$ cat config.mk
export PLATFORM = sky130hd
export DESIGN_NAME = i8080_ram
export DESIGN_NICKNAME = d
export VERILOG_FILES = /design/src/i8080_ram.sv
export SDC_FILE = /design/constraint.sdc
export NUM_CORES = 2
export LEC_CHECK = 0
export BUFFER_PORTS_ARGS = -buffer_cell sky130_fd_sc_hd__buf_2
export CAP_MARGIN = 20
export CORE_MARGIN = 3
export CORE_UTILIZATION = 40
export CTS_BUF_LIST = sky130_fd_sc_hd__clkbuf_2
export DETAILED_ROUTE_END_ITERATION = 7
export PLACE_DENSITY = 0.6
export SYNTH_ARGS = -nofsm -noshare
export SYNTH_HDL_FRONTEND = slang
export SYNTH_SLANG_ARGS = --single-unit
$ cat constraint.sdc
create_clock -name clk -period 5.5 [get_ports clk]
set_input_delay 0.825 -clock clk [delete_from_list [all_inputs] [get_ports clk]]
set_output_delay 0.825 -clock clk [all_outputs]
set_load 0.01 [all_outputs]
$ cat src/i8080_ram.sv
module i8080_ram #(
	parameter int unsigned WIDTH = 8,
	parameter int unsigned DEPTH = 256,
	parameter int unsigned ADDR_BITS = $clog2(DEPTH)
) (
	input  logic                 clk,
	input  logic                 we,
	input  logic [ADDR_BITS-1:0] waddr,
	input  logic [WIDTH-1:0]     wdata,
	input  logic                 re,
	input  logic [ADDR_BITS-1:0] raddr,
	output logic [WIDTH-1:0]     rdata
);

	logic [WIDTH-1:0] mem_q [0:DEPTH-1];

	always_ff @(posedge clk) begin
		if (we) begin
			mem_q[waddr] <= wdata;
		end
		if (re) begin
			rdata <= mem_q[raddr];
		end
	end

endmodule

Word-level counts from Yosys, hierarchy flattened:

Memory sizes are Yosys's and may differ from the RTL's. A register that Yosys moved wholly into a read port is not among the register bits.
Cells that the tools add are included.
Widths: inputs -> output; s select.

* add/subtract/negate cells: 0
* bitwise gates (word level): 0
* div/mod/pow operators: 0
* reduce and logical (&&, ||, !) cells: 0
* shift-type cells: 0
* equal/unequal tests: 0
* $lt $le $gt $ge: 0
* $mul: 0
* multiplexer cells: 2

Operator list (count)
* $mux 1: 2

* ROM bits: 0
* register bits: 0
* bits in writable memories: 2048
* memories: 1
* latch bits: 0
* input port bits: 27
* output and inout port bits: 8

Memory list
* mem_q: depth 256, bits a word 8, rd ports 1, clocked after Yosys merged registers in 1, write ports 1, RTL line 15 `logic [WIDTH-1:0] mem_q [0:DEPTH-1];`

Depth between registers and ports, before layout:

* depth after elaboration: 2
* gate-level depth with buffers: 11
* mapped depth without buffers: 6

Least setup slack after synthesis:

No wires, ideal clock.

* path kind: input -> register
* from: in raddr[0]
* to: reg rdata[2], read port of mem_q, data pin
* slack: 2599 ps
* library setup time: 269 ps
* stages on the path: 9
* data required time: 5231 ps
* arrival: 2632 ps
* cell sequence: buf_6 -> buf_12 -> buf_8 -> buf_2 -> mux4_2 -> a22oi_1 -> a21oi_1 -> nor4_1 -> nor4_2

RTL lines
* start, declared: RTL line 11 `input logic [ADDR_BITS-1:0] raddr,`
* end, declared: RTL line 12 `output logic [WIDTH-1:0] rdata`

Worst setup path in the final report:

* from: reg rdata[2], read port of mem_q
* to: out rdata[2]

No word-level cell between the ends.

==> impl_metrics.yaml <==
timing:
  tightest_slew_ns: 1.24
  timing.slew.headroom_pct: 16.6
  post-route-period-util_pct: 61.4
  finalSetupViolCount: 0
  hold_viol: 0
  setup_tns_ns: 0
  fin_crit_ns: 3.37
  clock_skew_ns: 0.148
  rsz0062_at_grt: "false"
  maxSlewViolCount: 0
  max_freq_mhz: 296
floorplanning:
  die_area_um2: 204000
  ios: 35
  core_um2: 198000
  initial_core_util_pct: 40.3
  die_h_um: 452
  die_w_um: 452
  fp-row-count: 163
worst_setup_path:
  cp_num_buf_inv: 1
  crit_start: "rdata[2]$_DFFE_PP_"
  r2r_cells: 6
  cp-start-kind: "register"
  max_stage_delay_ns: 0.57
  r2r-start: "mem_q[211][3]$_DFFE_PP_"
  rrSetupSlack_ns: 2.51
  rr_endpoint: "rdata[3]$_DFFE_PP_"
  arrival_ns: 2.55
  crit_fanout: 1
  crit_chain: "buf_2"
  critPathRequiredTime_ns: 4.68
  crit_family: "flip-flops"
  crit_type: "reg -> out"
  slowest_stage: "edfxtp_1"
  end_kind: "output pin"
synth:
  syn-num-nets: 3760
  ys_seq_area_share_pct: 77.5
  syn_area_um2: 79600
  synth_cell_type_count: 54
  synth_edf_count: 2056
  async_flop_share_pct: 0
  ys.flop_type: "edfxtp_1"
  ys_seq_elements: 2056
  yosys_warnings: 0
  synthCells: 3733
  avgSynthCellArea_um2: 21.3
finish:
  multi_input_area_um2: 16500
  regArea_um2: 61700
  drive_above_1_share_pct: 31.7
  num-fill-cells: 17000
  final_core_utilization_pct: 44.5
  nets: 4280
  area_delta_synth_final_pct: 10.4
clocking:
  clock_latency_ns: 1.88
  cts-root-buf: "clkbuf_2"
  clockBufferDepth: 4
  cts_tree: "built"
  cts.clk_slew.worst_paths_ns: 0.09
  cts.sinks: 2056
  numCtsBuffers: 539
  cts.htree.levels: 6
  cts_resized: 0
place:
  port-buffer-count: 34
  gp_congestion: 0.845
  place.detailed.hpwl_mm: 121
route:
  drc_errors: 0
  viasPerCell: 5.63
  firstDrtPassIters: 5
  postRouteAntennaNets: 0
  vias: 40700
  wl_mm: 206
  routedWlPerCell_um: 28.4
  drt_iter0_markers: 4552
min_path:
  worstHoldStart: "wdata[5]"
  hold_path_class: "in -> reg"
  hold_path_depth: 2
  min_to: "mem_q[143][5]$_DFFE_PP_"
global_route:
  grt_pass1_vias: 41900
  grt_usage_pct: 20.0
  grt_pass1_wl_mm: 296
  grt-ovfl-total: 0
  antenna_found_initial: 21
  grt_max_degree: 154
power:
  p_leak_nw: 27.9
  cellPowerDensity_nw_per_um2: 329
  peakVddDrop_mv: 0.161
run:
  max_cap_violations: 0
status:
  status: "finished, final reports clean"
==> state kept, by name, indices dropped and copies added (netlist names) <==
register / flops
mem_q: 2048
rdata: 8
==> worst max path at each step <==
stage	end	slack, ns	cells past startpoint
final	rdata[2]	2.13	1
after global routing	rdata[2]	1.91	1
after CTS	rdata[2]	1.85	1
after detailed placement	rdata[5]$_DFFE_PP_	0.73	8
after global placement	rdata[5]$_DFFE_PP_	0.72	8
after floorplan	rdata[2]$_DFFE_PP_	2.60	9
==> where the power goes <==
part / switching (mW) / leakage [nW] / internal, mW / total [mW]
clock: 6.09 / 3.45 / 3.98 / 10.1
sequential: 0.0218 / 18.5 / 17.3 / 17.3
combinational: 1.05 / 5.91 / 0.548 / 1.60
total: 7.16 / 27.9 / 21.8 / 28.9
==> cells in the final DEF, fill, tap and decap left out, types with 33 or more instances in the layout <==
| cell | instances |
|---|---|
| nor2_1 | 279 |
| nand2_1 | 33 |
| a21oi_1 | 96 |
| mux4_2 | 454 |
| a22oi_1 | 133 |
| edfxtp_1 | 2056 |
| clkinv_1 | 73 |
| o221ai_1 | 46 |
| buf_4 | 128 |
| mux2i_1 | 134 |
| clkbuf_2 | 748 |
==> cells by family after synthesis <==
group | share of synthesized area (%)
AO/OA/AOI/OAI | 3.42
buffers and inverters | 1.83
flip-flops | 77.5
multiplexers | 14.6
AND/OR/NAND/NOR | 2.63
==> stage by stage <==
stage	total power [mW]	cell area [um2]	std cells	setup WS [ns]	hold slack, ns
final	28.9	87900	7229	2.13	0.211
after detailed placement	19.2	83100	6317	0.727	1.06
after CTS	29.2	87900	7208	1.85	0.00708
after global routing	30.2	87900	7223	1.91	0.0278
after floorplan	18.5	79600	3733	2.60	0.864
after global placement	19.2	83100	6315	0.717	1.07
==> layer usage <==
layer | wire [um] | vias to the layer above | global-route usage [%]
li1 | - | 17000 | -
met1 | 82300 | 21300 | 27.0
met2 | 99700 | 1972 | 31.8
met3 | 17400 | 361 | 4.69
met4 | 6220 | 4 | 7.56
met5 | 38 | - | 0
==> cells in the mapped netlist, drive strengths merged (2+ instances only) <==
cell / n / area [um2]
edfxtp: 2056 / 61700
mux4: 456 / 10300
nor2: 282 / 1060
mux2i: 134 / 1340
a22oi: 133 / 998
buf: 122 / 1030
clkbuf: 111 / 417
a21oi: 96 / 480
o221ai: 47 / 418
nand3: 34 / 170
nand2: 33 / 124
nor2b: 31 / 194
o22ai: 28 / 175
nor4: 27 / 188
nor3: 22 / 110
a211oi: 16 / 120
a221oi: 14 / 129
o21ai: 12 / 60.1
nand4: 10 / 62.6
o211ai: 10 / 75.1
a22o: 8 / 70.1
nand2b: 8 / 50.1
and2: 6 / 37.5
a2111oi: 5 / 52.6
o22a: 5 / 43.8
o32ai: 5 / 51.3
or2: 4 / 25.0
a311oi: 2 / 17.5
a31oi: 2 / 12.5
and3b: 2 / 17.5
nand3b: 2 / 15.0
==> timing repair <==
action	CTS	global route
buffers inserted	0	0
hold endpoints to repair	2792	0
hold buffers	32	0
==> final cells by class <==
cell class,count,area share [%]
flip-flops and latches,2056,70.2
multi-input cells,1442,18.8
clock buffers,748,4.26
well taps,2640,3.76
repair buffers,212,2.23
clock inverters,111,0.747
diodes,18,0.0512
inverters,2,0.00854
Power figures use the tool's default switching activity.
