`config.mk`:
```
export PLATFORM = sky130hd
export DESIGN_NAME = i8080_front
export DESIGN_NICKNAME = d
export VERILOG_FILES = /design/src/i8080_pkg.sv /design/src/i8080_front.sv
export SDC_FILE = /design/constraint.sdc
export NUM_CORES = 1
export LEC_CHECK = 0
export BUFFER_PORTS_ARGS = -buffer_cell sky130_fd_sc_hd__buf_2
export CORE_UTILIZATION = 26
export DETAILED_ROUTE_END_ITERATION = 6
export PLACE_DENSITY_LB_ADDON = 0.3
export SLEW_MARGIN = 20
export SYNTH_ARGS = -nofsm -noshare
export SYNTH_HDL_FRONTEND = slang
export SYNTH_SLANG_ARGS = --single-unit
```
`constraint.sdc`:
```
create_clock -name vclk -period 1
set_input_delay 0.1 -clock vclk [all_inputs]
set_output_delay 0.1 -clock vclk [all_outputs]
set_load 0.02 [all_outputs]
```
`src/i8080_pkg.sv`:
```
package i8080_pkg;

	localparam int unsigned MEM_ADDR_BITS = 16;
	localparam int unsigned MEM_DEPTH = 1 << MEM_ADDR_BITS;

	localparam int unsigned IN_DATA_BITS = 32;
	localparam int unsigned OUT_DATA_BITS = 72;
	localparam int unsigned CMD_BITS = 2;

	localparam int unsigned QUEUE_DEPTH = 2;
	localparam int unsigned QUEUE_PTR_BITS = $clog2(QUEUE_DEPTH);
	localparam int unsigned QUEUE_CNT_BITS = $clog2(QUEUE_DEPTH + 1);

	// command codes
	localparam logic [CMD_BITS-1:0] CMD_EXEC = 2'd0;
	localparam logic [CMD_BITS-1:0] CMD_LOAD = 2'd1;
	localparam logic [CMD_BITS-1:0] CMD_READ = 2'd2;

	// opcodes decoded by exact match
	localparam logic [7:0] OPC_NOP   = 8'h00;
	localparam logic [7:0] OPC_HLT   = 8'h76;
	localparam logic [7:0] OPC_SUB_B = 8'h90;

	// operand codes: 0 B, 1 C, 2 D, 3 E, 4 H, 5 L, 6 M, 7 A
	localparam logic [2:0] CODE_B = 3'd0;
	localparam logic [2:0] CODE_M = 3'd6;
	localparam logic [2:0] CODE_A = 3'd7;

	typedef enum logic [2:0] {
		OP_NOP,
		OP_MOV,
		OP_ADD,
		OP_ADC,
		OP_SUB,
		OP_LOAD,
		OP_READ,
		OP_UNSUP
	} op_kind_t;

	// classified item handed from the front end to the back end
	typedef struct packed {
		op_kind_t                 kind;
		logic [2:0]               dst;
		logic [2:0]               src;
		logic                     use_hl;
		logic [MEM_ADDR_BITS-1:0] addr;
		logic [7:0]               data;
	} item_t;

	typedef struct packed {
		logic full;
		logic empty;
	} queue_status_t;

endpackage

```
`src/i8080_front.sv`:
```
module i8080_front (
	input  logic                                  s_tvalid,
	output logic                                  s_tready,
	input  logic [i8080_pkg::IN_DATA_BITS-1:0]    s_tdata,
	input  logic [i8080_pkg::CMD_BITS-1:0]        s_tuser,
	input  i8080_pkg::queue_status_t              q_status,
	output logic                                  q_push,
	output i8080_pkg::item_t                      q_item
);
	import i8080_pkg::*;

	logic [7:0]  opcode;
	logic [15:0] load_address;
	logic [7:0]  load_byte;

	assign opcode       = s_tdata[7:0];
	assign load_address = s_tdata[23:8];
	assign load_byte    = s_tdata[31:24];

	assign s_tready = ~q_status.full;
	assign q_push   = s_tvalid & ~q_status.full;

	// classify the command and opcode into a back-end operation
	always_comb begin
		q_item.kind   = OP_NOP;
		q_item.dst    = opcode[5:3];
		q_item.src    = opcode[2:0];
		q_item.use_hl = 1'b1;
		q_item.addr   = load_address[MEM_ADDR_BITS-1:0];
		q_item.data   = load_byte;
		case (s_tuser)
			CMD_EXEC: begin
				if (opcode == OPC_NOP || opcode == OPC_HLT) begin
					q_item.kind = OP_NOP;
				end else if (opcode[7:6] == 2'b01) begin
					q_item.kind = OP_MOV;
				end else if (opcode[7:4] == 4'h8) begin
					q_item.kind = opcode[3] ? OP_ADC : OP_ADD;
				end else if (opcode == OPC_SUB_B) begin
					q_item.kind = OP_SUB;
					q_item.src  = CODE_B;
				end else begin
					q_item.kind = OP_UNSUP;
				end
			end
			CMD_LOAD: begin
				q_item.kind   = OP_LOAD;
				q_item.use_hl = 1'b0;
			end
			CMD_READ: begin
				q_item.kind   = OP_READ;
				q_item.use_hl = 1'b0;
			end
			default: begin
				q_item.kind = OP_NOP;
			end
		endcase
	end

endmodule

```
## Word level (Yosys, flattened, before mapping)

Index checks and enable logic that the tools add are counted.

| storage, ports and cells | value |
|---|---|
| bits of input ports | 37 |
| bits in registers | 0 |

| cells by class | value |
|---|---|
| mux-type cells | 12 |
| equality and inequality tests | 6 |
| bitwise operators | 2 |
| reductions and logical operators | 4 |

Operators with widths:

| kind | number |
|---|---|
| 2-to-1 mux 3 bit | 8 |
| case mux 3 bit (3 select lines) | 1 |
| == test 8 x 7 -> 1 bit, second input constant | 1 |
| == test 8 bit, second input constant | 1 |
| logical NOT 8 bit | 1 |
| == test 2 x 1 -> 1 bit, second input constant | 2 |
| == test 4 bit, second input constant | 1 |
| == test 2 bit, second input constant | 1 |
| logical NOT 2 bit | 1 |
| 2-to-1 mux 1 bit | 2 |
| 2-to-1 mux 2 bit | 1 |
| OR reduction 2 bit | 1 |
| bitwise AND 1 bit | 1 |
| logical OR 1 bit | 1 |
| inverter 1 bit | 1 |

## Longest topological paths before layout

| logic depth | value |
|---|---|
| word-level depth | 6 |
| gate-level depth with buffers | 4 |
| depth with buffers taken out | 4 |

## Worst setup path after synthesis

OpenSTA, ideal clock, no wires.

| path | value |
|---|---|
| path kind | input-to-output |
| start | input port s_tdata[7] in the netlist's numbering |
| end | output port q_item[31] in the netlist's numbering |
| stages | 4 |
| path slack | -0.012 ns |
| arrival time | 0.912 ns |
| cell sequence | nand2b_4 -> or4_1 -> nand3_1 -> o22ai_1 |

RTL lines:

| item | RTL line | RTL |
|---|---|---|
| start: declaration | i8080_front.sv:4 | `input logic [i8080_pkg::IN_DATA_BITS-1:0] s_tdata,` |
| end: declaration | i8080_front.sv:8 | `output i8080_pkg::item_t q_item` |

==> summary.md <==
| Metric | Value |
|---|---|
| Synth top area share | 55.1% |
| DRC | 0 |
| Largest net degree at the start of global routing | 5 |
| Synth area leader | buf_4 |
| Vias | 307 |
| Core area | 1300 µm² |
| Final hold vios | 0 |
| CP bufs+invs | 2 |
| Syn-to-layout area delta | 11.2% |
| Hold_buf cts | 0 |
| Max_cap viols | 0 |
| Crit path cell chain | buf_6 > nand2b_4 > or4_1 > nand3_1 > o22ai_1 > buf_4 |
| Chip height | slightly below 40 µm |
| Vias per cell | about 4.4 |
| Worst slack, placed | -267 ps |
| Syn Inst Count | between 50 and 60 |
| Fin crit share | 122% |
| Crit path arrival time | between 1000 and 1500 ps |
| Syn avg cell area | about 6.9 µm² |
| Antenna cells | 0 |
| Pleak | about 0.22 nW |
| Crit path largest cell delay | between 400 and 500 ps |
| Minimum clock period | around 1200 ps |
| Maximum vdd ir drop | approximately 0.15 mV |
| DR iter-0 viols | 1 |
| I/O pins | 73 |
| Mapped Area | 368 µm² |
| Initial core utilization | between 20% and 30% |
| Die X | around 40 µm |
| Fill cell count | ~150 |
| Slowest-stage cell, CP | or4_1 |
| Total wire length | 649 µm |
| HPWL Detailed | between 500 and 600 µm |
| Nets | 96 |
| Mapped Nets | 92 |
| Critical Path End Type | primary output |
| # rows | 13 |
| GPL Wtd Cong | between 0.6 and 0.7 |
| Synth unique cells | 18 |
| Setup CP Type | in2out |
| YS warnings | 0 |
| Post-route ant nets | 0 |
| Die area | 1570 µm² |
| CP Launch Point | s_tdata[7] |
| Setup crit start kind | input pin |
| Pwr Density | 480 nW/µm² |
| Share of cells above drive strength 1 | ~65% |
| Max Transition Viols Final | 0 |
| RSZ-0062 raised after global routing | yes |
| Register area share after synthesis | 0% |
| CP Depth | 6 |
| Total gr overflow | 0 |
| Failing checks | setup timing |
| First-pass GRT wire length | about 900 µm |
| Worst EP required | 900 ps |
| Vias in the first global route | about 230 |
| Crit Path Max Fanout | 2 |
| Post-route setup slack | -219 ps |
| Synth top cells by count | 27 x buf_4, 4 x inv_1, 3 x clkbuf_1 |
| Min-Delay Path Class | in2out |
| Cell with the most instances after synthesis | buf_4 |
| Final setup viols | 3 |
| Buffers on Ports | 24 |
| Gr usage total | under 10% |
| FF/Latch Area | 0 µm² |
| Outcome | finished with violations |
| Sequential cell count | 0 |
| DR WL/cell | between 9 and 10 µm |
| Clock buffer cells | 0 |
| Fmax | ~0.82 GHz |
| CP endpoint | q_item[31] |
| Max_slew headroom | 84.8% |
| Largest cells by area after synthesis | buf_4 55%, ha_1 6.8%, inv_1 4.1%, nand2b_4 3.7%, o22ai_1 3.4% |
| CP delay by family, top | simple AND/OR/NAND/NOR gates |
| Fin Hold WS | approximately 200 ps |
| Slew @ Worst Pin | ~230 ps |
| DRT Pass-1 Iters | 2 |
| Initial antenna violation count | 0 |
==> metrics by stage <==
stage                     instances  utilization [%]  cell area, µm²  total power [W]  TNS [ps]
after detailed placement         70             27.1             353         0.000173      -623
after global routing             70             31.4             409         0.000212      -628
after floorplan                  53                -             368         0.000232     -16.7
after CTS                        70             30.3             394         0.000192      -474
final                            70             31.4             409         0.000196      -407
after global placement           70             27.1             353         0.000173      -645
==> layout by cell type, fill, tap and decap left out <==
master / synthesis / routed
buf_4: 27 / 11
buf_2: 0 / 17
nor3_2: 0 / 1
nor4_4: 0 / 1
nand3_1: 2 / 2
or4_1: 1 / 1
nand2_1: 2 / 2
a21oi_1: 1 / 1
nor2b_1: 1 / 1
o31ai_2: 1 / 1
nand4_1: 1 / 1
inv_1: 4 / 4
nand2b_4: 1 / 1
nand3b_1: 1 / 1
ha_1: 2 / 2
o22ai_1: 2 / 2
o21ai_0: 1 / 1
buf_8: 0 / 1
buf_6: 0 / 3
xnor2_1: 1 / 1
==> kinds of logic after synthesis <==
| kind of cell | synth area share (%) |
|---|---|
| AOI/OAI and AO/OA | 9.52 |
| xor gates and xnor gates | 2.38 |
| and+or+nand+nor | 19.1 |
| buffers and inverters | 62.2 |
| adders and majority gates | 6.80 |
==> per-layer routing <==
metal  global-route usage (%)  up-vias  routed length (µm)  part of all wire, %
met5                        0        -                   0                    0
met4                    0.862        0                   0                    0
met3                     2.27        0                  79                   12
met2                     13.5       23                 327                   50
met1                     9.33      134                 242                   37
li1                         -      150                   -                    -
==> worst min path at each step <==
stage                            end  depth (start not counted)        start
after floorplan             s_tready                          1  q_status[1]
after global placement    q_item[22]                          0  s_tdata[22]
after detailed placement  q_item[22]                          0  s_tdata[22]
after CTS                 q_item[22]                          0  s_tdata[22]
after global routing      q_item[15]                          0  s_tdata[15]
final                     q_item[10]                          0  s_tdata[10]
==> final cells by class <==
type / instances / area (µm²) / share of cell area (%)
multi-input cells: 19 / 159 / 38.8
well taps: 15 / 18.8 / 4.59
repair buffers: 32 / 216 / 52.9
inverters: 4 / 15.0 / 3.67
==> report_power, final <==
| group | internal (W) | leakage (nW) | switching (W) |
|---|---|---|---|
| Clock | 0 | 0 | 0 |
| Combinational | 0.0000961 | 0.217 | 0.000100 |
| Sequential | 0 | 0 | 0 |
==> what timing repair did <==
item / CTS / global route
pin swaps: 7 / 4
endpoints found under the setup margin: 3 / 3
gates resized for setup: 9 / 3
setup buffers: 0 / 0
Note: power is estimated with default switching activity, not from simulation.
