`src/i8080_pkg.sv`:
```
package i8080_pkg;

	localparam int unsigned MEM_ADDR_BITS = 16;
	localparam int unsigned MEM_DEPTH = 1 << MEM_ADDR_BITS;

	localparam int unsigned IN_DATA_BITS = 32;
	localparam int unsigned OUT_DATA_BITS = 72;
	localparam int unsigned CMD_BITS = 2;

	localparam int unsigned QUEUE_DEPTH = 2;
	localparam int unsigned QUEUE_PTR_BITS = $clog2(QUEUE_DEPTH);
	localparam int unsigned QUEUE_CNT_BITS = $clog2(QUEUE_DEPTH + 1);

	// command codes
	localparam logic [CMD_BITS-1:0] CMD_EXEC = 2'd0;
	localparam logic [CMD_BITS-1:0] CMD_LOAD = 2'd1;
	localparam logic [CMD_BITS-1:0] CMD_READ = 2'd2;

	// opcodes decoded by exact match
	localparam logic [7:0] OPC_NOP   = 8'h00;
	localparam logic [7:0] OPC_HLT   = 8'h76;
	localparam logic [7:0] OPC_SUB_B = 8'h90;

	// operand codes: 0 B, 1 C, 2 D, 3 E, 4 H, 5 L, 6 M, 7 A
	localparam logic [2:0] CODE_B = 3'd0;
	localparam logic [2:0] CODE_M = 3'd6;
	localparam logic [2:0] CODE_A = 3'd7;

	typedef enum logic [2:0] {
		OP_NOP,
		OP_MOV,
		OP_ADD,
		OP_ADC,
		OP_SUB,
		OP_LOAD,
		OP_READ,
		OP_UNSUP
	} op_kind_t;

	// classified item handed from the front end to the back end
	typedef struct packed {
		op_kind_t                 kind;
		logic [2:0]               dst;
		logic [2:0]               src;
		logic                     use_hl;
		logic [MEM_ADDR_BITS-1:0] addr;
		logic [7:0]               data;
	} item_t;

	typedef struct packed {
		logic full;
		logic empty;
	} queue_status_t;

endpackage

```
`src/i8080_fifo.sv`:
```
module i8080_fifo (
	input  logic                     clk,
	input  logic                     arst_n,
	input  logic                     push,
	input  i8080_pkg::item_t         push_item,
	input  logic                     pop,
	output i8080_pkg::item_t         head_item,
	output i8080_pkg::queue_status_t status
);
	import i8080_pkg::*;

	item_t                     slot_q [0:QUEUE_DEPTH-1];
	logic [QUEUE_PTR_BITS-1:0] wr_ptr_q;
	logic [QUEUE_PTR_BITS-1:0] rd_ptr_q;
	logic [QUEUE_CNT_BITS-1:0] count_q;
	logic                      do_push;
	logic                      do_pop;

	assign status.full  = (count_q == QUEUE_CNT_BITS'(QUEUE_DEPTH));
	assign status.empty = (count_q == '0);
	assign do_push      = push & ~status.full;
	assign do_pop       = pop & ~status.empty;
	assign head_item    = slot_q[rd_ptr_q];

	always_ff @(posedge clk) begin
		if (do_push) begin
			slot_q[wr_ptr_q] <= push_item;
		end
	end

	always_ff @(posedge clk or negedge arst_n) begin
		if (!arst_n) begin
			wr_ptr_q <= '0;
			rd_ptr_q <= '0;
			count_q  <= '0;
		end else begin
			if (do_push) begin
				wr_ptr_q <= wr_ptr_q + 1'b1;
			end
			if (do_pop) begin
				rd_ptr_q <= rd_ptr_q + 1'b1;
			end
			if (do_push && !do_pop) begin
				count_q <= count_q + 1'b1;
			end else if (do_pop && !do_push) begin
				count_q <= count_q - 1'b1;
			end
		end
	end

endmodule

```
`config.mk`:
```
export PLATFORM = sky130hd
export DESIGN_NAME = i8080_fifo
export DESIGN_NICKNAME = d
export VERILOG_FILES = /design/src/i8080_pkg.sv /design/src/i8080_fifo.sv
export SDC_FILE = /design/constraint.sdc
export NUM_CORES = 1
export LEC_CHECK = 0
export BUFFER_PORTS_ARGS = -buffer_cell sky130_fd_sc_hd__clkbuf_2
export CAP_MARGIN = 0
export CORE_ASPECT_RATIO = 0.7
export CORE_MARGIN = 8
export CORE_UTILIZATION = 52
export DETAILED_ROUTE_END_ITERATION = 10
export GPL_ROUTABILITY_DRIVEN = 0
export GPL_TIMING_DRIVEN = 1
export PLACE_DENSITY = 0.79
export SLEW_MARGIN = 20
export SYNTH_ARGS = -nofsm -noshare
export SYNTH_HDL_FRONTEND = slang
export SYNTH_SLANG_ARGS = --single-unit
```
`constraint.sdc`:
```
create_clock -name clk -period 3.44 [get_ports clk]
set_input_delay 0.172 -clock clk [delete_from_list [all_inputs] [get_ports clk]]
set_output_delay 0.172 -clock clk [all_outputs]
set_load 0.005 [all_outputs]
```
# ---- Yosys cells after proc, flatten, opt, wreduce, memory -nomap -nowiden
# Memories as Yosys holds them, arrays and structs flattened.
# Cells that the tools add are included.
dict set report classes {
  add_sub_neg 4
  n_reduce_logical 6
  n_eq_ne 1
  mux 4
  bitwise 4
}
# op n
set op_table {}
lappend op_table {{$mux W2} 2}
lappend op_table {{$add A1 B1 Y1 const B} 2}
lappend op_table {{$add A2 B1 Y2 const B} 1}
lappend op_table {{$and A1 B1 Y1} 2}
lappend op_table {{$eq A2 B2 Y1 const B} 1}
lappend op_table {{$logic_and A1 B1 Y1} 2}
lappend op_table {{$logic_not A1 Y1} 2}
lappend op_table {{$logic_not A2 Y1} 1}
lappend op_table {{$mux W1} 2}
lappend op_table {{$not A1 Y1} 2}
lappend op_table {{$reduce_bool A2 Y1} 1}
lappend op_table {{$sub A2 B1 Y2 const B} 1}
dict set report totals {
  output_inout_bits 36
  in_bits 38
  word_cells 23
  ram_bits 68
  ff_bits 4
  n_memories 1
}
# memory depth word_bits read_ports rd_ports_with_merged_regs wr line
set memory_table {}
lappend memory_table {slot_q 2 34 1 0 1 i8080_fifo.sv:12} ;# item_t slot_q [0:QUEUE_DEPTH-1];

# ---- Depth between registers and ports, before layout
dict set report depth {
  depth_word 7
  mapped_depth 7
  ltp_nobuf 7
}

# ---- Worst setup path before layout
# No wires, ideal clock.
dict set report synth_timing {
  path_type {reg2reg}
  startpoint {register count_q[0]}
  endpoint {memory slot_q[0][0] (netlist bit) (enable)}
  period_less_slack_ns 2.511
  slack_ns 0.929
  arrival_ns 2.086
  setup_ns 0.425
  required_time_ns 3.015
  path_stages_with_launch 4
  path_cell_list {dfrtp_1 nand2b_1 nand2_1 nor2_1}
}
dict set report synth_via {
  elab_chain_cells 5
}
# element line
set synth_lines {}
lappend synth_lines {{start, declared} i8080_fifo.sv:15} ;# logic [QUEUE_CNT_BITS-1:0] count_q;
lappend synth_lines {{start signal, assigned} i8080_fifo.sv:44} ;# count_q <= count_q + 1'b1;
lappend synth_lines {{start signal, assigned} i8080_fifo.sv:46} ;# count_q <= count_q - 1'b1;
lappend synth_lines {{$eq A2 B2 Y1} i8080_fifo.sv:19} ;# assign status.full = (count_q == QUEUE_CNT_BITS'(QUEUE_DEPTH));
lappend synth_lines {{$not A1 Y1} i8080_fifo.sv:21} ;# assign do_push = push & ~status.full;
lappend synth_lines {{$and A1 B1 Y1} i8080_fifo.sv:21}
lappend synth_lines {{$mux W1} i8080_fifo.sv:26} ;# if (do_push) begin
lappend synth_lines {{$mux W1 (not written as such)} i8080_fifo.sv:27} ;# slot_q[wr_ptr_q] <= push_item;
lappend synth_lines {{end, declared} i8080_fifo.sv:12}
# Every way passes these cells.

==> metrics.yaml <==
status: "completed"
synth_area_um2: 2800
clock_skew_ns: 0.00306
clock_latency_ns: 0.33
timing.rr.end: "slot_q[0][9]"
hpwl_um: 3130
antenna_found_initial: 0
area_growth_syn_to_layout_pct: 21.4
ctsResizeCount: 0
path_clk_slew_ns: 0.07
placed_area_um2: 3200
io_pins: 74
min_from: "push_item[10]"
fmax_mhz: 472
holdCritPathClass: "in -> reg"
track_usage_pct: 12.4
wl_per_cell_um: 16.3
max-cap-violations: 0
worstPathRequired_ns: 3.27
fin_crit_sh_pct: 61.6
powerDensity_nw_per_um2: 792
drt-total-wl_um: 4690
port_buffers: 73
fin_area_um2: 3400
cts_sinks: 72
hold_violations: 0
drv_slew: 0
nets: 249
coreArea_um2: 5230
cp-start-kind: "flop"
syn_nets: 164
synth_top_area_share_pct: 72.9
h-tree-depth: 3
numCtsBuffers: 9
yosys_warnings: 0
drtPass1Iterations: 4
setup_ws_ns: 1.32
relSlewSlack_pct: 30.1
postRouteAntennaNets: 0
crit_end: "head_item[11]"
grt_pass1_wl_um: 7530
cp_max_fo: 35
reg2reg_slack_ns: 1.57
critPathLaunch: "rd_ptr_q"
r2r_cells: 3
pre_cts_ws_ns: 1.55
vias_per_cell: 4.79
vdd_drop_max_mv: 0.507
setup_viol: 0
die_x_um: 104
drcViolationCount: 0
place_inst: 266
die_h_um: 77.4
p_leak_nw: 1.40
synth_cell_types: 15
r2r-start: "count_q[0]"
tightestPinTransition_ns: 1.05
final-instance-count-excl-fill: 287
first_global_vias: 1505
ys_ff_latch: 72
yosysSeqAreaShare_pct: 76.5
yosys-top-cells-area: "edfxtp_1, mux2_4, dfrtp_1"
initial_core_util_pct: 53.6
grt_max_degree: 36
vias: 1375
cts_tree: "done"
n_antenna_cell: 0
grt_overflow_total: 0
syn_inst: 125
cts-root-buf: "clkbuf_8"
path_class: "reg -> out"
synth_area_per_cell_um2: 22.4
critPathCaptureType: "primary output"
clockBufferDepth: 2
fin_tns_setup_ns: 0
row_count: 22
drive_gt1_share_pct: 57.2
post-cts-setup-buffer-count: 0
power.total_mw: 2.69
dr.first_iter.drc_count: 70
dieArea_um2: 8030
post-route-min-period_ns: 2.12
arrival_ns: 1.95
cts_hold_buf: 1
synth_area_leader_cell: "edfxtp_1"
fill_cells: 389
grt_setup_unrepaired: "false"
critical path, cell delays in order (launching register included):
cell and delay, ns:
dfrtp_2 1.06, mux2_2 0.43, clkbuf_2 0.12
metrics by stage:
stage                     hold WS, ns  utilization [%]
after floorplan                -0.124                -
after CTS                     0.00927             64.3
after detailed placement      -0.0141             61.1
after global routing         0.000265             65.0
after global placement        -0.0157             61.1
final                          0.0279             65.0
cells in the mapped netlist, drive strengths merged:
library cell	n
and3	1
dfrtp	4
ha	1
nand2	1
xor2	2
o21ai	1
mux2	34
edfxtp	68
nor2	3
nand2b	1
xnor2	3
inv	2
buf	4
worst min-delay path by stage:
stage / endpoint / slack [ns] / cells past startpoint
after detailed placement: wr_ptr_q / -0.01 / 1
after floorplan: count_q[0] / -0.12 / 0
after global routing: slot_q[1][0] / 0.0003 / 1
after global placement: wr_ptr_q / -0.02 / 1
final: slot_q[0][10] / 0.03 / 1
after CTS: slot_q[0][2] / 0.009 / 1
area by class of cell:
| class | instances | area, µm² | area share [%] |
|---|---|---|---|
| clock buffers | 11 | 131 | 3.86 |
| repair buffers | 78 | 415 | 12.2 |
| flip-flops and latches | 72 | 2140 | 63.0 |
| inverters | 2 | 7.51 | 0.221 |
| multi-input cells | 47 | 589 | 17.3 |
| well taps | 72 | 90.1 | 2.65 |
| clock inverters | 5 | 23.8 | 0.699 |
flip-flops by register name, summed over array words and instances, names as in the netlist:
name	count
count_q	2
rd_ptr_q	1
wr_ptr_q	1
slot_q	68
placed cells by master, fill, tap and decap left out, drive strengths merged, types with 2 or more instances in the layout:
cell	Yosys	layout
dlygate4sd3	0	5
clkinv	0	5
inv	2	2
xor2	2	2
nor2	3	3
mux2	34	34
xnor2	3	3
clkbuf	0	84
dfrtp	4	4
edfxtp	68	68
power by group:
group | leakage (nW) | internal [mW] | switching (mW)
clock network | 0.0843 | 0.254 | 0.272
logic | 0.639 | 0.479 | 0.312
registers | 0.677 | 1.21 | 0.169
total | 1.40 | 1.94 | 0.754
routing by layer:
metal	part of all wire (%)	global-route usage (%)
met5	0	0
met4	0.34	4.32
met3	11	9.24
met2	45	17.8
met1	43	14.0
kinds of logic (layout without fill, tap and decap cells):
group	after synthesis	after routing	share of synthesized area, %
flops	72	72	76.5
mux	34	34	17.6
simple gates	6	6	0.983
buf+inv	6	96	2.81
xor+xnor	5	5	1.56
fa+ha+maj	1	1	0.447
compound gates	1	1	0.178
Note: power is estimated with default switching activity, not from simulation.
