`config.mk`:
```
export PLATFORM = sky130hd
export DESIGN_NAME = i8080_back
export DESIGN_NICKNAME = d
export VERILOG_FILES = /design/src/i8080_pkg.sv /design/src/i8080_back.sv
export SDC_FILE = /design/constraint.sdc
export NUM_CORES = 1
export LEC_CHECK = 0
export BUFFER_PORTS_ARGS = -buffer_cell sky130_fd_sc_hd__buf_2
export CAP_MARGIN = 20
export CORE_MARGIN = 2
export CORE_UTILIZATION = 44
export DETAILED_ROUTE_END_ITERATION = 8
export PLACE_DENSITY = 0.72
export SLEW_MARGIN = 20
export SYNTH_ARGS = -nofsm -noshare
export SYNTH_HDL_FRONTEND = slang
export SYNTH_SLANG_ARGS = --single-unit
```
`constraint.sdc`:
```
create_clock -name clk -period 6.9 [get_ports clk]
set_input_delay 0.345 -clock clk [delete_from_list [all_inputs] [get_ports clk]]
set_output_delay 0.345 -clock clk [all_outputs]
set_load 0.02 [all_outputs]
```
`src/i8080_pkg.sv`:
```
package i8080_pkg;

	localparam int unsigned MEM_ADDR_BITS = 16;
	localparam int unsigned MEM_DEPTH = 1 << MEM_ADDR_BITS;

	localparam int unsigned IN_DATA_BITS = 32;
	localparam int unsigned OUT_DATA_BITS = 72;
	localparam int unsigned CMD_BITS = 2;

	localparam int unsigned QUEUE_DEPTH = 2;
	localparam int unsigned QUEUE_PTR_BITS = $clog2(QUEUE_DEPTH);
	localparam int unsigned QUEUE_CNT_BITS = $clog2(QUEUE_DEPTH + 1);

	// command codes
	localparam logic [CMD_BITS-1:0] CMD_EXEC = 2'd0;
	localparam logic [CMD_BITS-1:0] CMD_LOAD = 2'd1;
	localparam logic [CMD_BITS-1:0] CMD_READ = 2'd2;

	// opcodes decoded by exact match
	localparam logic [7:0] OPC_NOP   = 8'h00;
	localparam logic [7:0] OPC_HLT   = 8'h76;
	localparam logic [7:0] OPC_SUB_B = 8'h90;

	// operand codes: 0 B, 1 C, 2 D, 3 E, 4 H, 5 L, 6 M, 7 A
	localparam logic [2:0] CODE_B = 3'd0;
	localparam logic [2:0] CODE_M = 3'd6;
	localparam logic [2:0] CODE_A = 3'd7;

	typedef enum logic [2:0] {
		OP_NOP,
		OP_MOV,
		OP_ADD,
		OP_ADC,
		OP_SUB,
		OP_LOAD,
		OP_READ,
		OP_UNSUP
	} op_kind_t;

	// classified item handed from the front end to the back end
	typedef struct packed {
		op_kind_t                 kind;
		logic [2:0]               dst;
		logic [2:0]               src;
		logic                     use_hl;
		logic [MEM_ADDR_BITS-1:0] addr;
		logic [7:0]               data;
	} item_t;

	typedef struct packed {
		logic full;
		logic empty;
	} queue_status_t;

endpackage

```
`src/i8080_back.sv`:
```
module i8080_back (
	input  logic                                   clk,
	input  logic                                   arst_n,
	input  i8080_pkg::item_t                       head_item,
	input  i8080_pkg::queue_status_t               q_status,
	output logic                                   q_pop,
	output logic                                   ram_we,
	output logic [i8080_pkg::MEM_ADDR_BITS-1:0]    ram_waddr,
	output logic [7:0]                             ram_wdata,
	output logic                                   ram_re,
	output logic [i8080_pkg::MEM_ADDR_BITS-1:0]    ram_raddr,
	input  logic [7:0]                             ram_rdata,
	output logic                                   m_tvalid,
	input  logic                                   m_tready,
	output logic [i8080_pkg::OUT_DATA_BITS-1:0]    m_tdata,
	output logic                                   m_tuser
);
	import i8080_pkg::*;

	localparam int unsigned NUM_REGS = 7;
	localparam logic [2:0] IDX_H = 3'd4;
	localparam logic [2:0] IDX_L = 3'd5;
	localparam logic [2:0] IDX_A = 3'd6;

	typedef enum logic {
		PH_ADDR,
		PH_EXEC
	} phase_t;

	// register file slot for an operand code other than M
	function automatic logic [2:0] reg_idx(input logic [2:0] code);
		reg_idx = (code == CODE_A) ? IDX_A : code;
	endfunction

	function automatic logic [7:0] result_flags(input logic [7:0] r, input logic c);
		result_flags = {r[7], (r == 8'h00), 3'b000, ~^r, 1'b0, c};
	endfunction

	phase_t     phase_q;
	logic [7:0] rf_q [0:NUM_REGS-1];
	logic [7:0] rf_d [0:NUM_REGS-1];
	logic [7:0] flags_q;
	logic [7:0] flags_d;
	logic       out_valid_q;
	logic [OUT_DATA_BITS-1:0] out_data_q;
	logic       out_unsup_q;

	logic [15:0]              hl;
	logic [MEM_ADDR_BITS-1:0] mem_addr;
	logic [7:0]               operand;
	logic [7:0]               acc;
	logic                     cin;
	logic [8:0]               sum9;
	logic [8:0]               diff9;
	logic                     exec_fire;
	logic [7:0]               rd_byte;

	assign hl       = {rf_q[IDX_H], rf_q[IDX_L]};
	assign mem_addr = head_item.use_hl ? hl[MEM_ADDR_BITS-1:0] : head_item.addr;
	assign acc      = rf_q[IDX_A];
	assign operand  = (head_item.src == CODE_M) ? ram_rdata : rf_q[reg_idx(head_item.src)];
	assign cin      = (head_item.kind == OP_ADC) ? flags_q[0] : 1'b0;
	assign sum9     = {1'b0, acc} + {1'b0, operand} + {8'h00, cin};
	assign diff9    = {1'b0, acc} - {1'b0, operand};

	// first phase: read memory at the item address; second: update and emit
	assign ram_re    = (phase_q == PH_ADDR) & ~q_status.empty;
	assign ram_raddr = mem_addr;
	assign exec_fire = (phase_q == PH_EXEC) & (~out_valid_q | m_tready);
	assign q_pop     = exec_fire;

	assign ram_we    = exec_fire & ((head_item.kind == OP_LOAD) |
		((head_item.kind == OP_MOV) & (head_item.dst == CODE_M)));
	assign ram_waddr = mem_addr;
	assign ram_wdata = (head_item.kind == OP_LOAD) ? head_item.data : operand;

	assign rd_byte = (head_item.kind == OP_READ) ? ram_rdata : 8'h00;

	always_comb begin
		rf_d    = rf_q;
		flags_d = flags_q;
		case (head_item.kind)
			OP_MOV: begin
				if (head_item.dst != CODE_M) begin
					rf_d[reg_idx(head_item.dst)] = operand;
				end
			end
			OP_ADD, OP_ADC: begin
				rf_d[IDX_A] = sum9[7:0];
				flags_d     = result_flags(sum9[7:0], sum9[8]);
			end
			OP_SUB: begin
				rf_d[IDX_A] = diff9[7:0];
				flags_d     = result_flags(diff9[7:0], diff9[8]);
			end
			default: begin
			end
		endcase
	end

	always_ff @(posedge clk or negedge arst_n) begin
		if (!arst_n) begin
			phase_q     <= PH_ADDR;
			flags_q     <= '0;
			out_valid_q <= 1'b0;
			out_data_q  <= '0;
			out_unsup_q <= 1'b0;
			for (int i = 0; i < NUM_REGS; i++) begin
				rf_q[i] <= '0;
			end
		end else begin
			if (exec_fire) begin
				out_valid_q <= 1'b1;
			end else if (m_tready) begin
				out_valid_q <= 1'b0;
			end
			case (phase_q)
				PH_ADDR: begin
					if (!q_status.empty) begin
						phase_q <= PH_EXEC;
					end
				end
				PH_EXEC: begin
					if (exec_fire) begin
						phase_q     <= PH_ADDR;
						rf_q        <= rf_d;
						flags_q     <= flags_d;
						out_unsup_q <= (head_item.kind == OP_UNSUP);
						out_data_q  <= {rd_byte, flags_d, rf_d[IDX_L], rf_d[IDX_H],
							rf_d[3], rf_d[2], rf_d[1], rf_d[0], rf_d[IDX_A]};
					end
				end
				default: begin
					phase_q <= PH_ADDR;
				end
			endcase
		end
	end

	assign m_tvalid = out_valid_q;
	assign m_tdata  = out_data_q;
	assign m_tuser  = out_unsup_q;

endmodule

```
# After elaboration in Yosys (flattened, before gate mapping)
# Cells that the tools add are included.
[classes]
addsub = 3
eq_ne = 12
div = 0
magnitude_cmp = 3
mux = 22
reduce_logical = 8
n_mul = 0
bitwise = 11
shift = 0
[op_table]
columns = ["cell", "n"]
rows = [
  ["$bwmux 56", 1],
  ["$mux 56", 1],
  ["$mux 48", 1],
  ["$mux 8", 6],
  ["$bmux 8 s3", 1],
  ["$demux 8 s3", 1],
  ["$eq 3x3->1 const B", 8],
  ["$pmux 8 s3", 1],
  ["$logic_not 8->1", 2],
  ["$mux 16", 1],
  ["$pmux 8 s2", 1],
  ["$reduce_xnor 8->1", 2],
  ["$add 8x8->9", 1],
  ["$add 9x1->9", 1],
  ["$sub 8x8->9", 1],
  ["$ge 4x4->1 const B", 2],
  ["$not 3->4", 2],
  ["$eq 3x2->1 const B", 2],
  ["$mux 3", 2],
  ["$mux 1", 5],
  ["$and 1x1->1", 4],
  ["$lt 4x1->1 const B", 1],
  ["$eq 3x1->1 const B", 1],
  ["$ne 3x3->1 const B", 1],
  ["other kinds (7)", 10],
]
[totals]
word_cells = 71
register_bits = 139
latch_bits = 0
ram_bits = 0
rom_bits = 0
inputBits = 47
mem_count = 0

# Depth between registers and ports, before layout
# Gate-level depths: netlist of the first run.
[logic_depth]
depth_word = 11
depth_mapped = 19
ltp_nobuf = 17

# Worst setup path before layout of the first run
# OpenSTA, ideal clock, no wires.
[synth_timing]
kind = "input to register"
startpoint = "in head_item[25] (netlist bit)"
endpoint = "reg flags_q[2]"
path_buffers = 1
path_slack_ps = 3168
stages = 15
t_arrival_ps = 3611
required_time_ps = 6779
cell_sequence = "buf_2 > mux4_1 > a21oi_2 > inv_1 > ha_1 > fa_1 > o21ba_1 > nor2_1 > a221o_1 > xnor2_1 > ha_1 > xnor2_1 > xnor2_1 > o22ai_1 > a22o_1"
[synth_via]
elab_chain_len = 11
word_cells_on_any_way = 14
classes_between = "add/sub (3); eq/ne (2); mux (6); bitwise (1); reduce/logical (2)"
[synth_rtl]
columns = ["element", "line_no", "source"]
rows = [
  ["start: declaration", "i8080_back.sv:4", "input i8080_pkg::item_t head_item,"],
  ["$eq 3x3->1", "i8080_back.sv:32", "reg_idx = (code == CODE_A) ? IDX_A : code;"],
  ["$mux 3", "i8080_back.sv:32", ""],
  ["$not 3->4 (not written as such)", "i8080_back.sv:61", "assign operand = (head_item.src == CODE_M) ? ram_rdata : rf_q[reg_idx(head_item.src)];"],
  ["$bmux 8 s3", "i8080_back.sv:61", ""],
  ["$mux 8 (not written as such) (2 in series)", "i8080_back.sv:61", ""],
  ["$mux 8 *", "i8080_back.sv:61", ""],
  ["named net operand[0]", "i8080_back.sv:50", "logic [7:0] operand;"],
  ["$add 8x8->9", "i8080_back.sv:63", "assign sum9 = {1'b0, acc} + {1'b0, operand} + {8'h00, cin};"],
  ["$add 9x1->9", "i8080_back.sv:63", ""],
  ["$reduce_xnor 8->1", "i8080_back.sv:36", "result_flags = {r[7], (r == 8'h00), 3'b000, ~^r, 1'b0, c};"],
  ["$pmux 8 s2 *", "i8080_back.sv:82", "case (head_item.kind)"],
  ["end signal: assignment", "i8080_back.sv:127", "flags_q <= flags_d;"],
  ["end: declaration", "i8080_back.sv:42", "logic [7:0] flags_q;"],
]
# The timed path passes the listed nets; every way through them passes the cells marked *. The select of a mux whose other input is x is not followed.
# A chain may end at the register's enable or synchronous reset.

# Final worst setup path of the first run
# Ends and elaborated chain as after synthesis.

==> flow_metrics.py, run 1 <==
metrics = {
    "job": {
        "maxCapViolations": 0,
    },
    "synth": {
        "synth-edff-count": 0,
        "ys_warn_count": 0,
        "synth_ff_type": "dfrtp_1",
        "synth-seq-cells": 71,
        "syn_area_mm2": 0.00474,
        "synthCells": 484,
        "seq_area_frac_synth_pct": 37.5,
        "async_reset_ff_share_pct": 100,
        "avgSynthCellArea_um2": 9.78,
        "ys_types": 66,
    },
    "routing": {
        "vias": 4250,
        "final_antenna_net_count": 0,
        "routed_via_density": 5.64,
        "wirelength_um": 14400,
        "drtIter0Drc": 227,
        "drt_pass1_iterations": 4,
        "dr.max_layer_used": "met5",
        "drc": 0,
        "post_drt_wl_per_cell_um": 19.1,
        "wl_met2_um": 6970,
        "dr_wl_met3_um": 921,
        "met1Wirelength_um": 6100,
    },
    "critical_path": {
        "reg2reg_from": "acc[1]$_DFFE_PN0P_",
        "startpoint": "head_item[25]",
        "ff2ff_setup_slack_ns": 2.49,
        "timing.rr.end": "flags_q[2]$_DFFE_PN0P_",
        "critPathKind": "in2reg",
        "crit_required_ns": 7.14,
        "r2r_cells": 14,
        "critPathCaptureType": "register",
        "start_kind": "input port",
        "crit_fanout": 22,
        "cp.arrival_ns": 5.02,
    },
    "global_routing": {
        "track_usage_pct": 24.9,
        "grt_max_degree": 72,
        "grt_first_pass_wirelength_um": 22000,
        "antenna_found_initial": 1,
        "grt_overflow": 0,
        "grt_pass1_vias": 4058,
    },
    "floorplanning": {
        "die_area_mm2": 0.0116,
        "ios": 164,
        "die_h_um": 108,
        "die_w_um": 108,
        "initial_core_util_pct": 45.7,
        "coreArea_mm2": 0.0104,
        "num_rows": 37,
    },
    "sta": {
        "fmax_mhz": 209,
        "min_period_ns": 4.78,
        "final_max_slew_viol_count": 0,
        "skew_ns": 0.0103,
        "hold_violations": 0,
        "maxSlewHeadroom_pct": 40.8,
        "rsz0062_at_grt": "false",
        "setup_viol": 0,
        "final.setup.tns_ns": 0,
        "whs_ns": 0.187,
        "finalCritPeriodShare_pct": 69.3,
        "worst_pin_slew_ns": 0.888,
    },
    "cts": {
        "worst_skew_pair.late_latency_ns": 0.35,
        "cts_tree": "built",
        "root_buffer": "clkbuf_8",
        "cts_sinks": 71,
        "postCtsHoldBufs": 0,
        "cts-buffers-inserted": 9,
        "htree_levels": 3,
        "cts_resized": 0,
        "clock_path_buffers": 2,
        "post_cts_buffers": 0,
        "clk_pin_slew_ns": 0.08,
    },
    "power": {
        "ir_worst_vdd_mv": 0.218,
        "p_per_area_mw_per_mm2": 425,
        "power_w": 0.00240,
        "power.leakage_nw": 2.88,
    },
    "cells_and_area": {
        "utilization_pct": 54.4,
        "diodes": 0,
        "fillers": 972,
        "final_nets": 686,
        "syn_to_final_growth_pct": 19.2,
        "drive_above_1_share_pct": 35.3,
    },
    "placed_design": {
        "hpwlAfterDp_um": 11000,
        "gp_congestion": 0.987,
        "io_buffer_count": 158,
    },
    "min_path": {
        "hp-class": "in2async",
    },
    "status": {
        "status": "completed",
    },
}
## power breakdown
group / leakage [nW] / switching (W) / internal, W
Clock: 0.0956 / 0.000169 / 0.000167
Combinational: 1.84 / 0.000838 / 0.000573
Sequential: 0.944 / 0.000122 / 0.000532
## routing by layer
| metal | up-vias | track usage, % |
|---|---|---|
| li1 | 1988 | - |
| met3 | 27 | 5.39 |
| met5 | - | 0 |
| met1 | 2067 | 33.5 |
| met2 | 166 | 39.9 |
| met4 | 2 | 7.88 |
## cells by family (layout without fill, tap and decap cells)
| logic type | Yosys count | count (layout) | synth area share (%) |
|---|---|---|---|
| compound gates | 139 | 139 | 19.4 |
| xor+xnor | 16 | 16 | 2.96 |
| fa+ha+maj | 27 | 27 | 7.61 |
| buf+inv | 66 | 196 | 7.50 |
| flops | 71 | 71 | 37.5 |
| mux | 35 | 35 | 11.6 |
| other cells | 1 | 4 | 0.0792 |
| simple gates | 129 | 129 | 13.3 |
## worst max-delay path: stages
cell and delay (ns):
buf_2 0.42, nor2b_1 0.64, mux2i_1 0.35, a211oi_1 0.14, a21oi_2 0.50, inv_1 0.23, ha_1 0.35, nor2b_1 0.13
o21ai_0 0.13, o211ai_1 0.36, o31ai_1 0.13, a41oi_1 0.36, ha_1 0.32, xor2_1 0.17, xnor2_1 0.14, o22ai_1 0.10
a22o_1 0.20
## synth_stat cells, types with 6 or more instances
cell | n | area [um2]
mux4_1 | 7 | 184
buf_4 | 22 | 165
nor2b_1 | 10 | 62.6
o21ai_0 | 31 | 155
buf_2 | 11 | 55.1
ha_1 | 24 | 300
inv_1 | 14 | 52.6
mux2i_1 | 6 | 60.1
xnor2_1 | 14 | 123
clkbuf_1 | 11 | 41.3
nand3_1 | 6 | 30.0
a22o_1 | 10 | 87.6
a21oi_1 | 41 | 205
dfrtp_1 | 71 | 1780
nor2_1 | 43 | 161
a211oi_1 | 11 | 82.6
nand2_1 | 40 | 150
mux2_2 | 16 | 180
## sequential cells by signal, indices dropped and copies added, names as in the netlist
signal,flops
m_tvalid,1
m_tdata,16
acc,7
flags_q,3
m_tuser,1
rf_q,28
phase_q,1
hl,14
## how the worst max path moves through the flow
stage                              to  slack [ns]  depth (start not counted)
5_1_grt        flags_q[2]$_DFFE_PN0P_        1.81                         17
6_report       flags_q[2]$_DFFE_PN0P_        2.12                         17
3_3_place_gp   flags_q[2]$_DFFE_PN0P_        1.89                         17
4_1_cts        flags_q[2]$_DFFE_PN0P_        2.13                         17
2_1_floorplan  flags_q[2]$_DFFE_PN0P_        3.17                         15
3_5_place_dp   flags_q[2]$_DFFE_PN0P_        1.78                         17
## stage by stage
step / area, um2 / std cells / worst slack (ns)
2_1_floorplan: 4750 / 487 / 3.17
3_3_place_gp: 5450 / 737 / 1.89
3_5_place_dp: 5450 / 737 / 1.78
4_1_cts: 5650 / 753 / 2.13
5_1_grt: 5650 / 753 / 1.81
6_report: 5650 / 753 / 2.12
## cells in the final DEF (no fill, tap or decap), types with 4 or more instances in the layout
cell and instances:
buf_2 158, dfrtp_1 71, nor2_1 43, a21oi_1 41, nand2_1 40, o21ai_0 31, ha_1 24, mux2_2 16
inv_1 14, xnor2_1 14, a211oi_1 11, nor2b_1 10, a22o_1 10, clkbuf_8 9, mux4_1 7, mux2i_1 6
nand3_1 6, a21oi_2 5, o22ai_1 5, a21o_1 4, inv_2 4, nand2b_1 4, a22oi_1 4, o21ai_1 4
o221ai_1 4, nor3_1 4, conb_1 4
## cell type report
type                            count  area, um2  area share, %
Sequential cell                    71       1780           31.5
Clock inverter                      7       72.6           1.29
Inverter                           19       73.8           1.31
Timing Repair Buffer              161        813           14.4
Tap cell                          136        170           3.01
Clock buffer                        9        124           2.19
Multi-Input combinational cell    350       2620           46.3
Note: power is estimated with default switching activity, not from simulation.
==> run 2: changes to the inputs <==
- clock period: 6.9 -> 4.55 ns (I/O delays scaled with it)
==> run 2 against run 1 <==
Compared with the run above:
- global-route usage up 0.33 points
- cell count up 1.3%
- routed wire length up 0.87%
- utilization up 1.1 points
- non-clock buffer count up 10
- worst hold slack worse by 0.11 ns
- register-to-register slack worse by 1.8 ns
- clock skew up 0.0035 ns
- power up 58%
- design area up 2.0%
- clock power up 75%
- largest cell class unchanged
==> flow_metrics.py, run 2 (synthesized netlist as in run 1, its figures left out) <==
metrics = {
    "status": {
        "status": "completed",
    },
    "floorplanning": {
        "die_w_um": 108,
        "num_rows": 37,
        "coreArea_mm2": 0.0104,
        "initial_core_util_pct": 45.7,
        "die_area_mm2": 0.0116,
        "ios": 164,
        "die_h_um": 108,
    },
    "routing": {
        "drt_pass1_iterations": 5,
        "final_antenna_net_count": 0,
        "wirelength_um": 14500,
        "post_drt_wl_per_cell_um": 19.0,
        "drc": 0,
        "drtIter0Drc": 239,
        "routed_via_density": 5.60,
        "vias": 4274,
    },
    "sta": {
        "maxSlewHeadroom_pct": 46.2,
        "whs_ns": 0.0735,
        "min_period_ns": 3.82,
        "hold_violations": 0,
        "skew_ns": 0.0138,
        "final.setup.tns_ns": 0,
        "worst_pin_slew_ns": 0.801,
        "setup_viol": 0,
        "rsz0062_at_grt": "false",
        "final_max_slew_viol_count": 0,
        "finalCritPeriodShare_pct": 84.0,
        "fmax_mhz": 262,
    },
    "cts": {
        "worst_skew_pair.late_latency_ns": 0.35,
        "clock_path_buffers": 2,
        "cts-buffers-inserted": 9,
        "root_buffer": "clkbuf_8",
        "htree_levels": 3,
        "cts_sinks": 71,
        "clk_pin_slew_ns": 0.09,
        "cts_tree": "built",
    },
    "critical_path": {
        "cp_cell_sequence": "mux4_1 -> a21oi_2 -> inv_1 -> ha_1 -> fa_1 -> o21ba_1 -> nor2_1 -> a221o_1 -> xnor2_1 -> ha_1 -> xnor2_1 -> xnor2_1 -> o22ai_1 -> a22o_1",
        "start_kind": "register",
        "crit_required_ns": 4.79,
        "critPathKind": "reg2reg",
        "max_stage_delay_ns": 0.55,
        "cp.arrival_ns": 4.07,
        "critPathSlowestCell": "mux4_1",
        "crit_fanout": 4,
        "cpMostUsedCell": "xnor2_1",
        "critPathCaptureType": "register",
    },
    "cells_and_area": {
        "final_cell_mix": "buf_2 (158), dfrtp_1 (71), nor2_1 (43)",
        "diodes": 0,
        "final_nets": 696,
        "largest_reg_flops": 28,
        "regMostFlops": "rf_q",
        "drive_above_1_share_pct": 36.2,
        "final_common_cell": "buf_2",
        "syn_to_final_growth_pct": 21.5,
        "fillers": 908,
        "utilization_pct": 55.5,
    },
    "global_routing": {
        "grt_first_pass_wirelength_um": 22300,
        "antenna_found_initial": 0,
        "grt_pass1_vias": 4169,
        "grt_max_degree": 37,
        "grt_overflow": 0,
        "track_usage_pct": 25.2,
    },
    "placed_design": {
        "io_buffer_count": 158,
        "gp_congestion": 0.905,
        "hpwlAfterDp_um": 11200,
    },
    "power": {
        "ir_worst_vdd_mv": 0.354,
        "power_w": 0.00378,
        "p_per_area_mw_per_mm2": 657,
        "power.leakage_nw": 2.94,
    },
    "min_path": {
        "hp-class": "in2reg",
    },
    "job": {
        "maxCapViolations": 0,
    },
}
-- run 2: what timing repair did --
item	in CTS	in global routing
endpoints found under the hold margin	35	0
setup buffers	0	0
hold buffers	1	0
resized for setup	0	0
-- run 2: per-layer routing --
| metal | up-vias | share of wire (%) | routed length (um) | global-route usage [%] |
|---|---|---|---|---|
| li1 | 2007 | - | - | - |
| met1 | 2059 | 43 | 6160 | 33.7 |
| met2 | 182 | 48 | 6940 | 40.3 |
| met3 | 26 | 7.0 | 1010 | 5.63 |
| met4 | 0 | 2.6 | 374 | 8.79 |
| met5 | - | 0 | 0 | 0 |
-- run 2: stage by stage --
stage / std cells / area [um2] / setup WS (ns)
3_3_place_gp: 746 / 5520 / 0.521
3_5_place_dp: 746 / 5520 / 0.462
6_report: 763 / 5760 / 0.726
5_1_grt: 763 / 5760 / 0.424
2_1_floorplan: 487 / 4750 / 0.936
4_1_cts: 763 / 5760 / 0.707
-- run 2: final cells by class --
type	instances	area, um2	share of cell area [%]
Multi-Input combinational cell	350	2620	45.4
Sequential cell	71	1780	30.9
Timing Repair Buffer	171	891	15.5
Tap cell	136	170	2.96
Clock buffer	9	124	2.15
Clock inverter	7	105	1.83
Inverter	19	73.8	1.28
-- run 2: worst max-delay path: cells and delay by family, from the launching register on --
family / cells / cell delay, ns
AND/OR/NAND/NOR: 1 / 0.21
adder cells (fa/ha/maj): 3 / 0.92
AO/OA/AOI/OAI: 5 / 0.99
XOR/XNOR: 3 / 0.53
multiplexers: 1 / 0.55
buffers and inverters: 1 / 0.07
flip-flops: 1 / 0.44
-- run 2: report_power, final --
part / internal, W / total [W] / leakage (nW) / switching (W)
Combinational: 0.000911 / 0.00221 / 1.89 / 0.00130
Clock: 0.000316 / 0.000587 / 0.112 / 0.000270
Sequential: 0.000806 / 0.000989 / 0.944 / 0.000182
-- run 2: worst paths after layout --
path	to	cells past startpoint	slack, ns	from
min	phase_q$_DFF_PN0_	2	0.07	q_status[0]
min reg2reg	m_tuser$_DFFE_PN0P_	2	0.48	m_tuser$_DFFE_PN0P_
min in group asynchronous	rf_q[51]$_DFFE_PN0P_	2	0.49	arst_n
max	flags_q[2]$_DFFE_PN0P_	14	0.73	acc[0]$_DFFE_PN0P_
max in group asynchronous	rf_q[34]$_DFFE_PN0P_	3	3.08	arst_n
max reg2reg	flags_q[2]$_DFFE_PN0P_	14	0.73	acc[0]$_DFFE_PN0P_
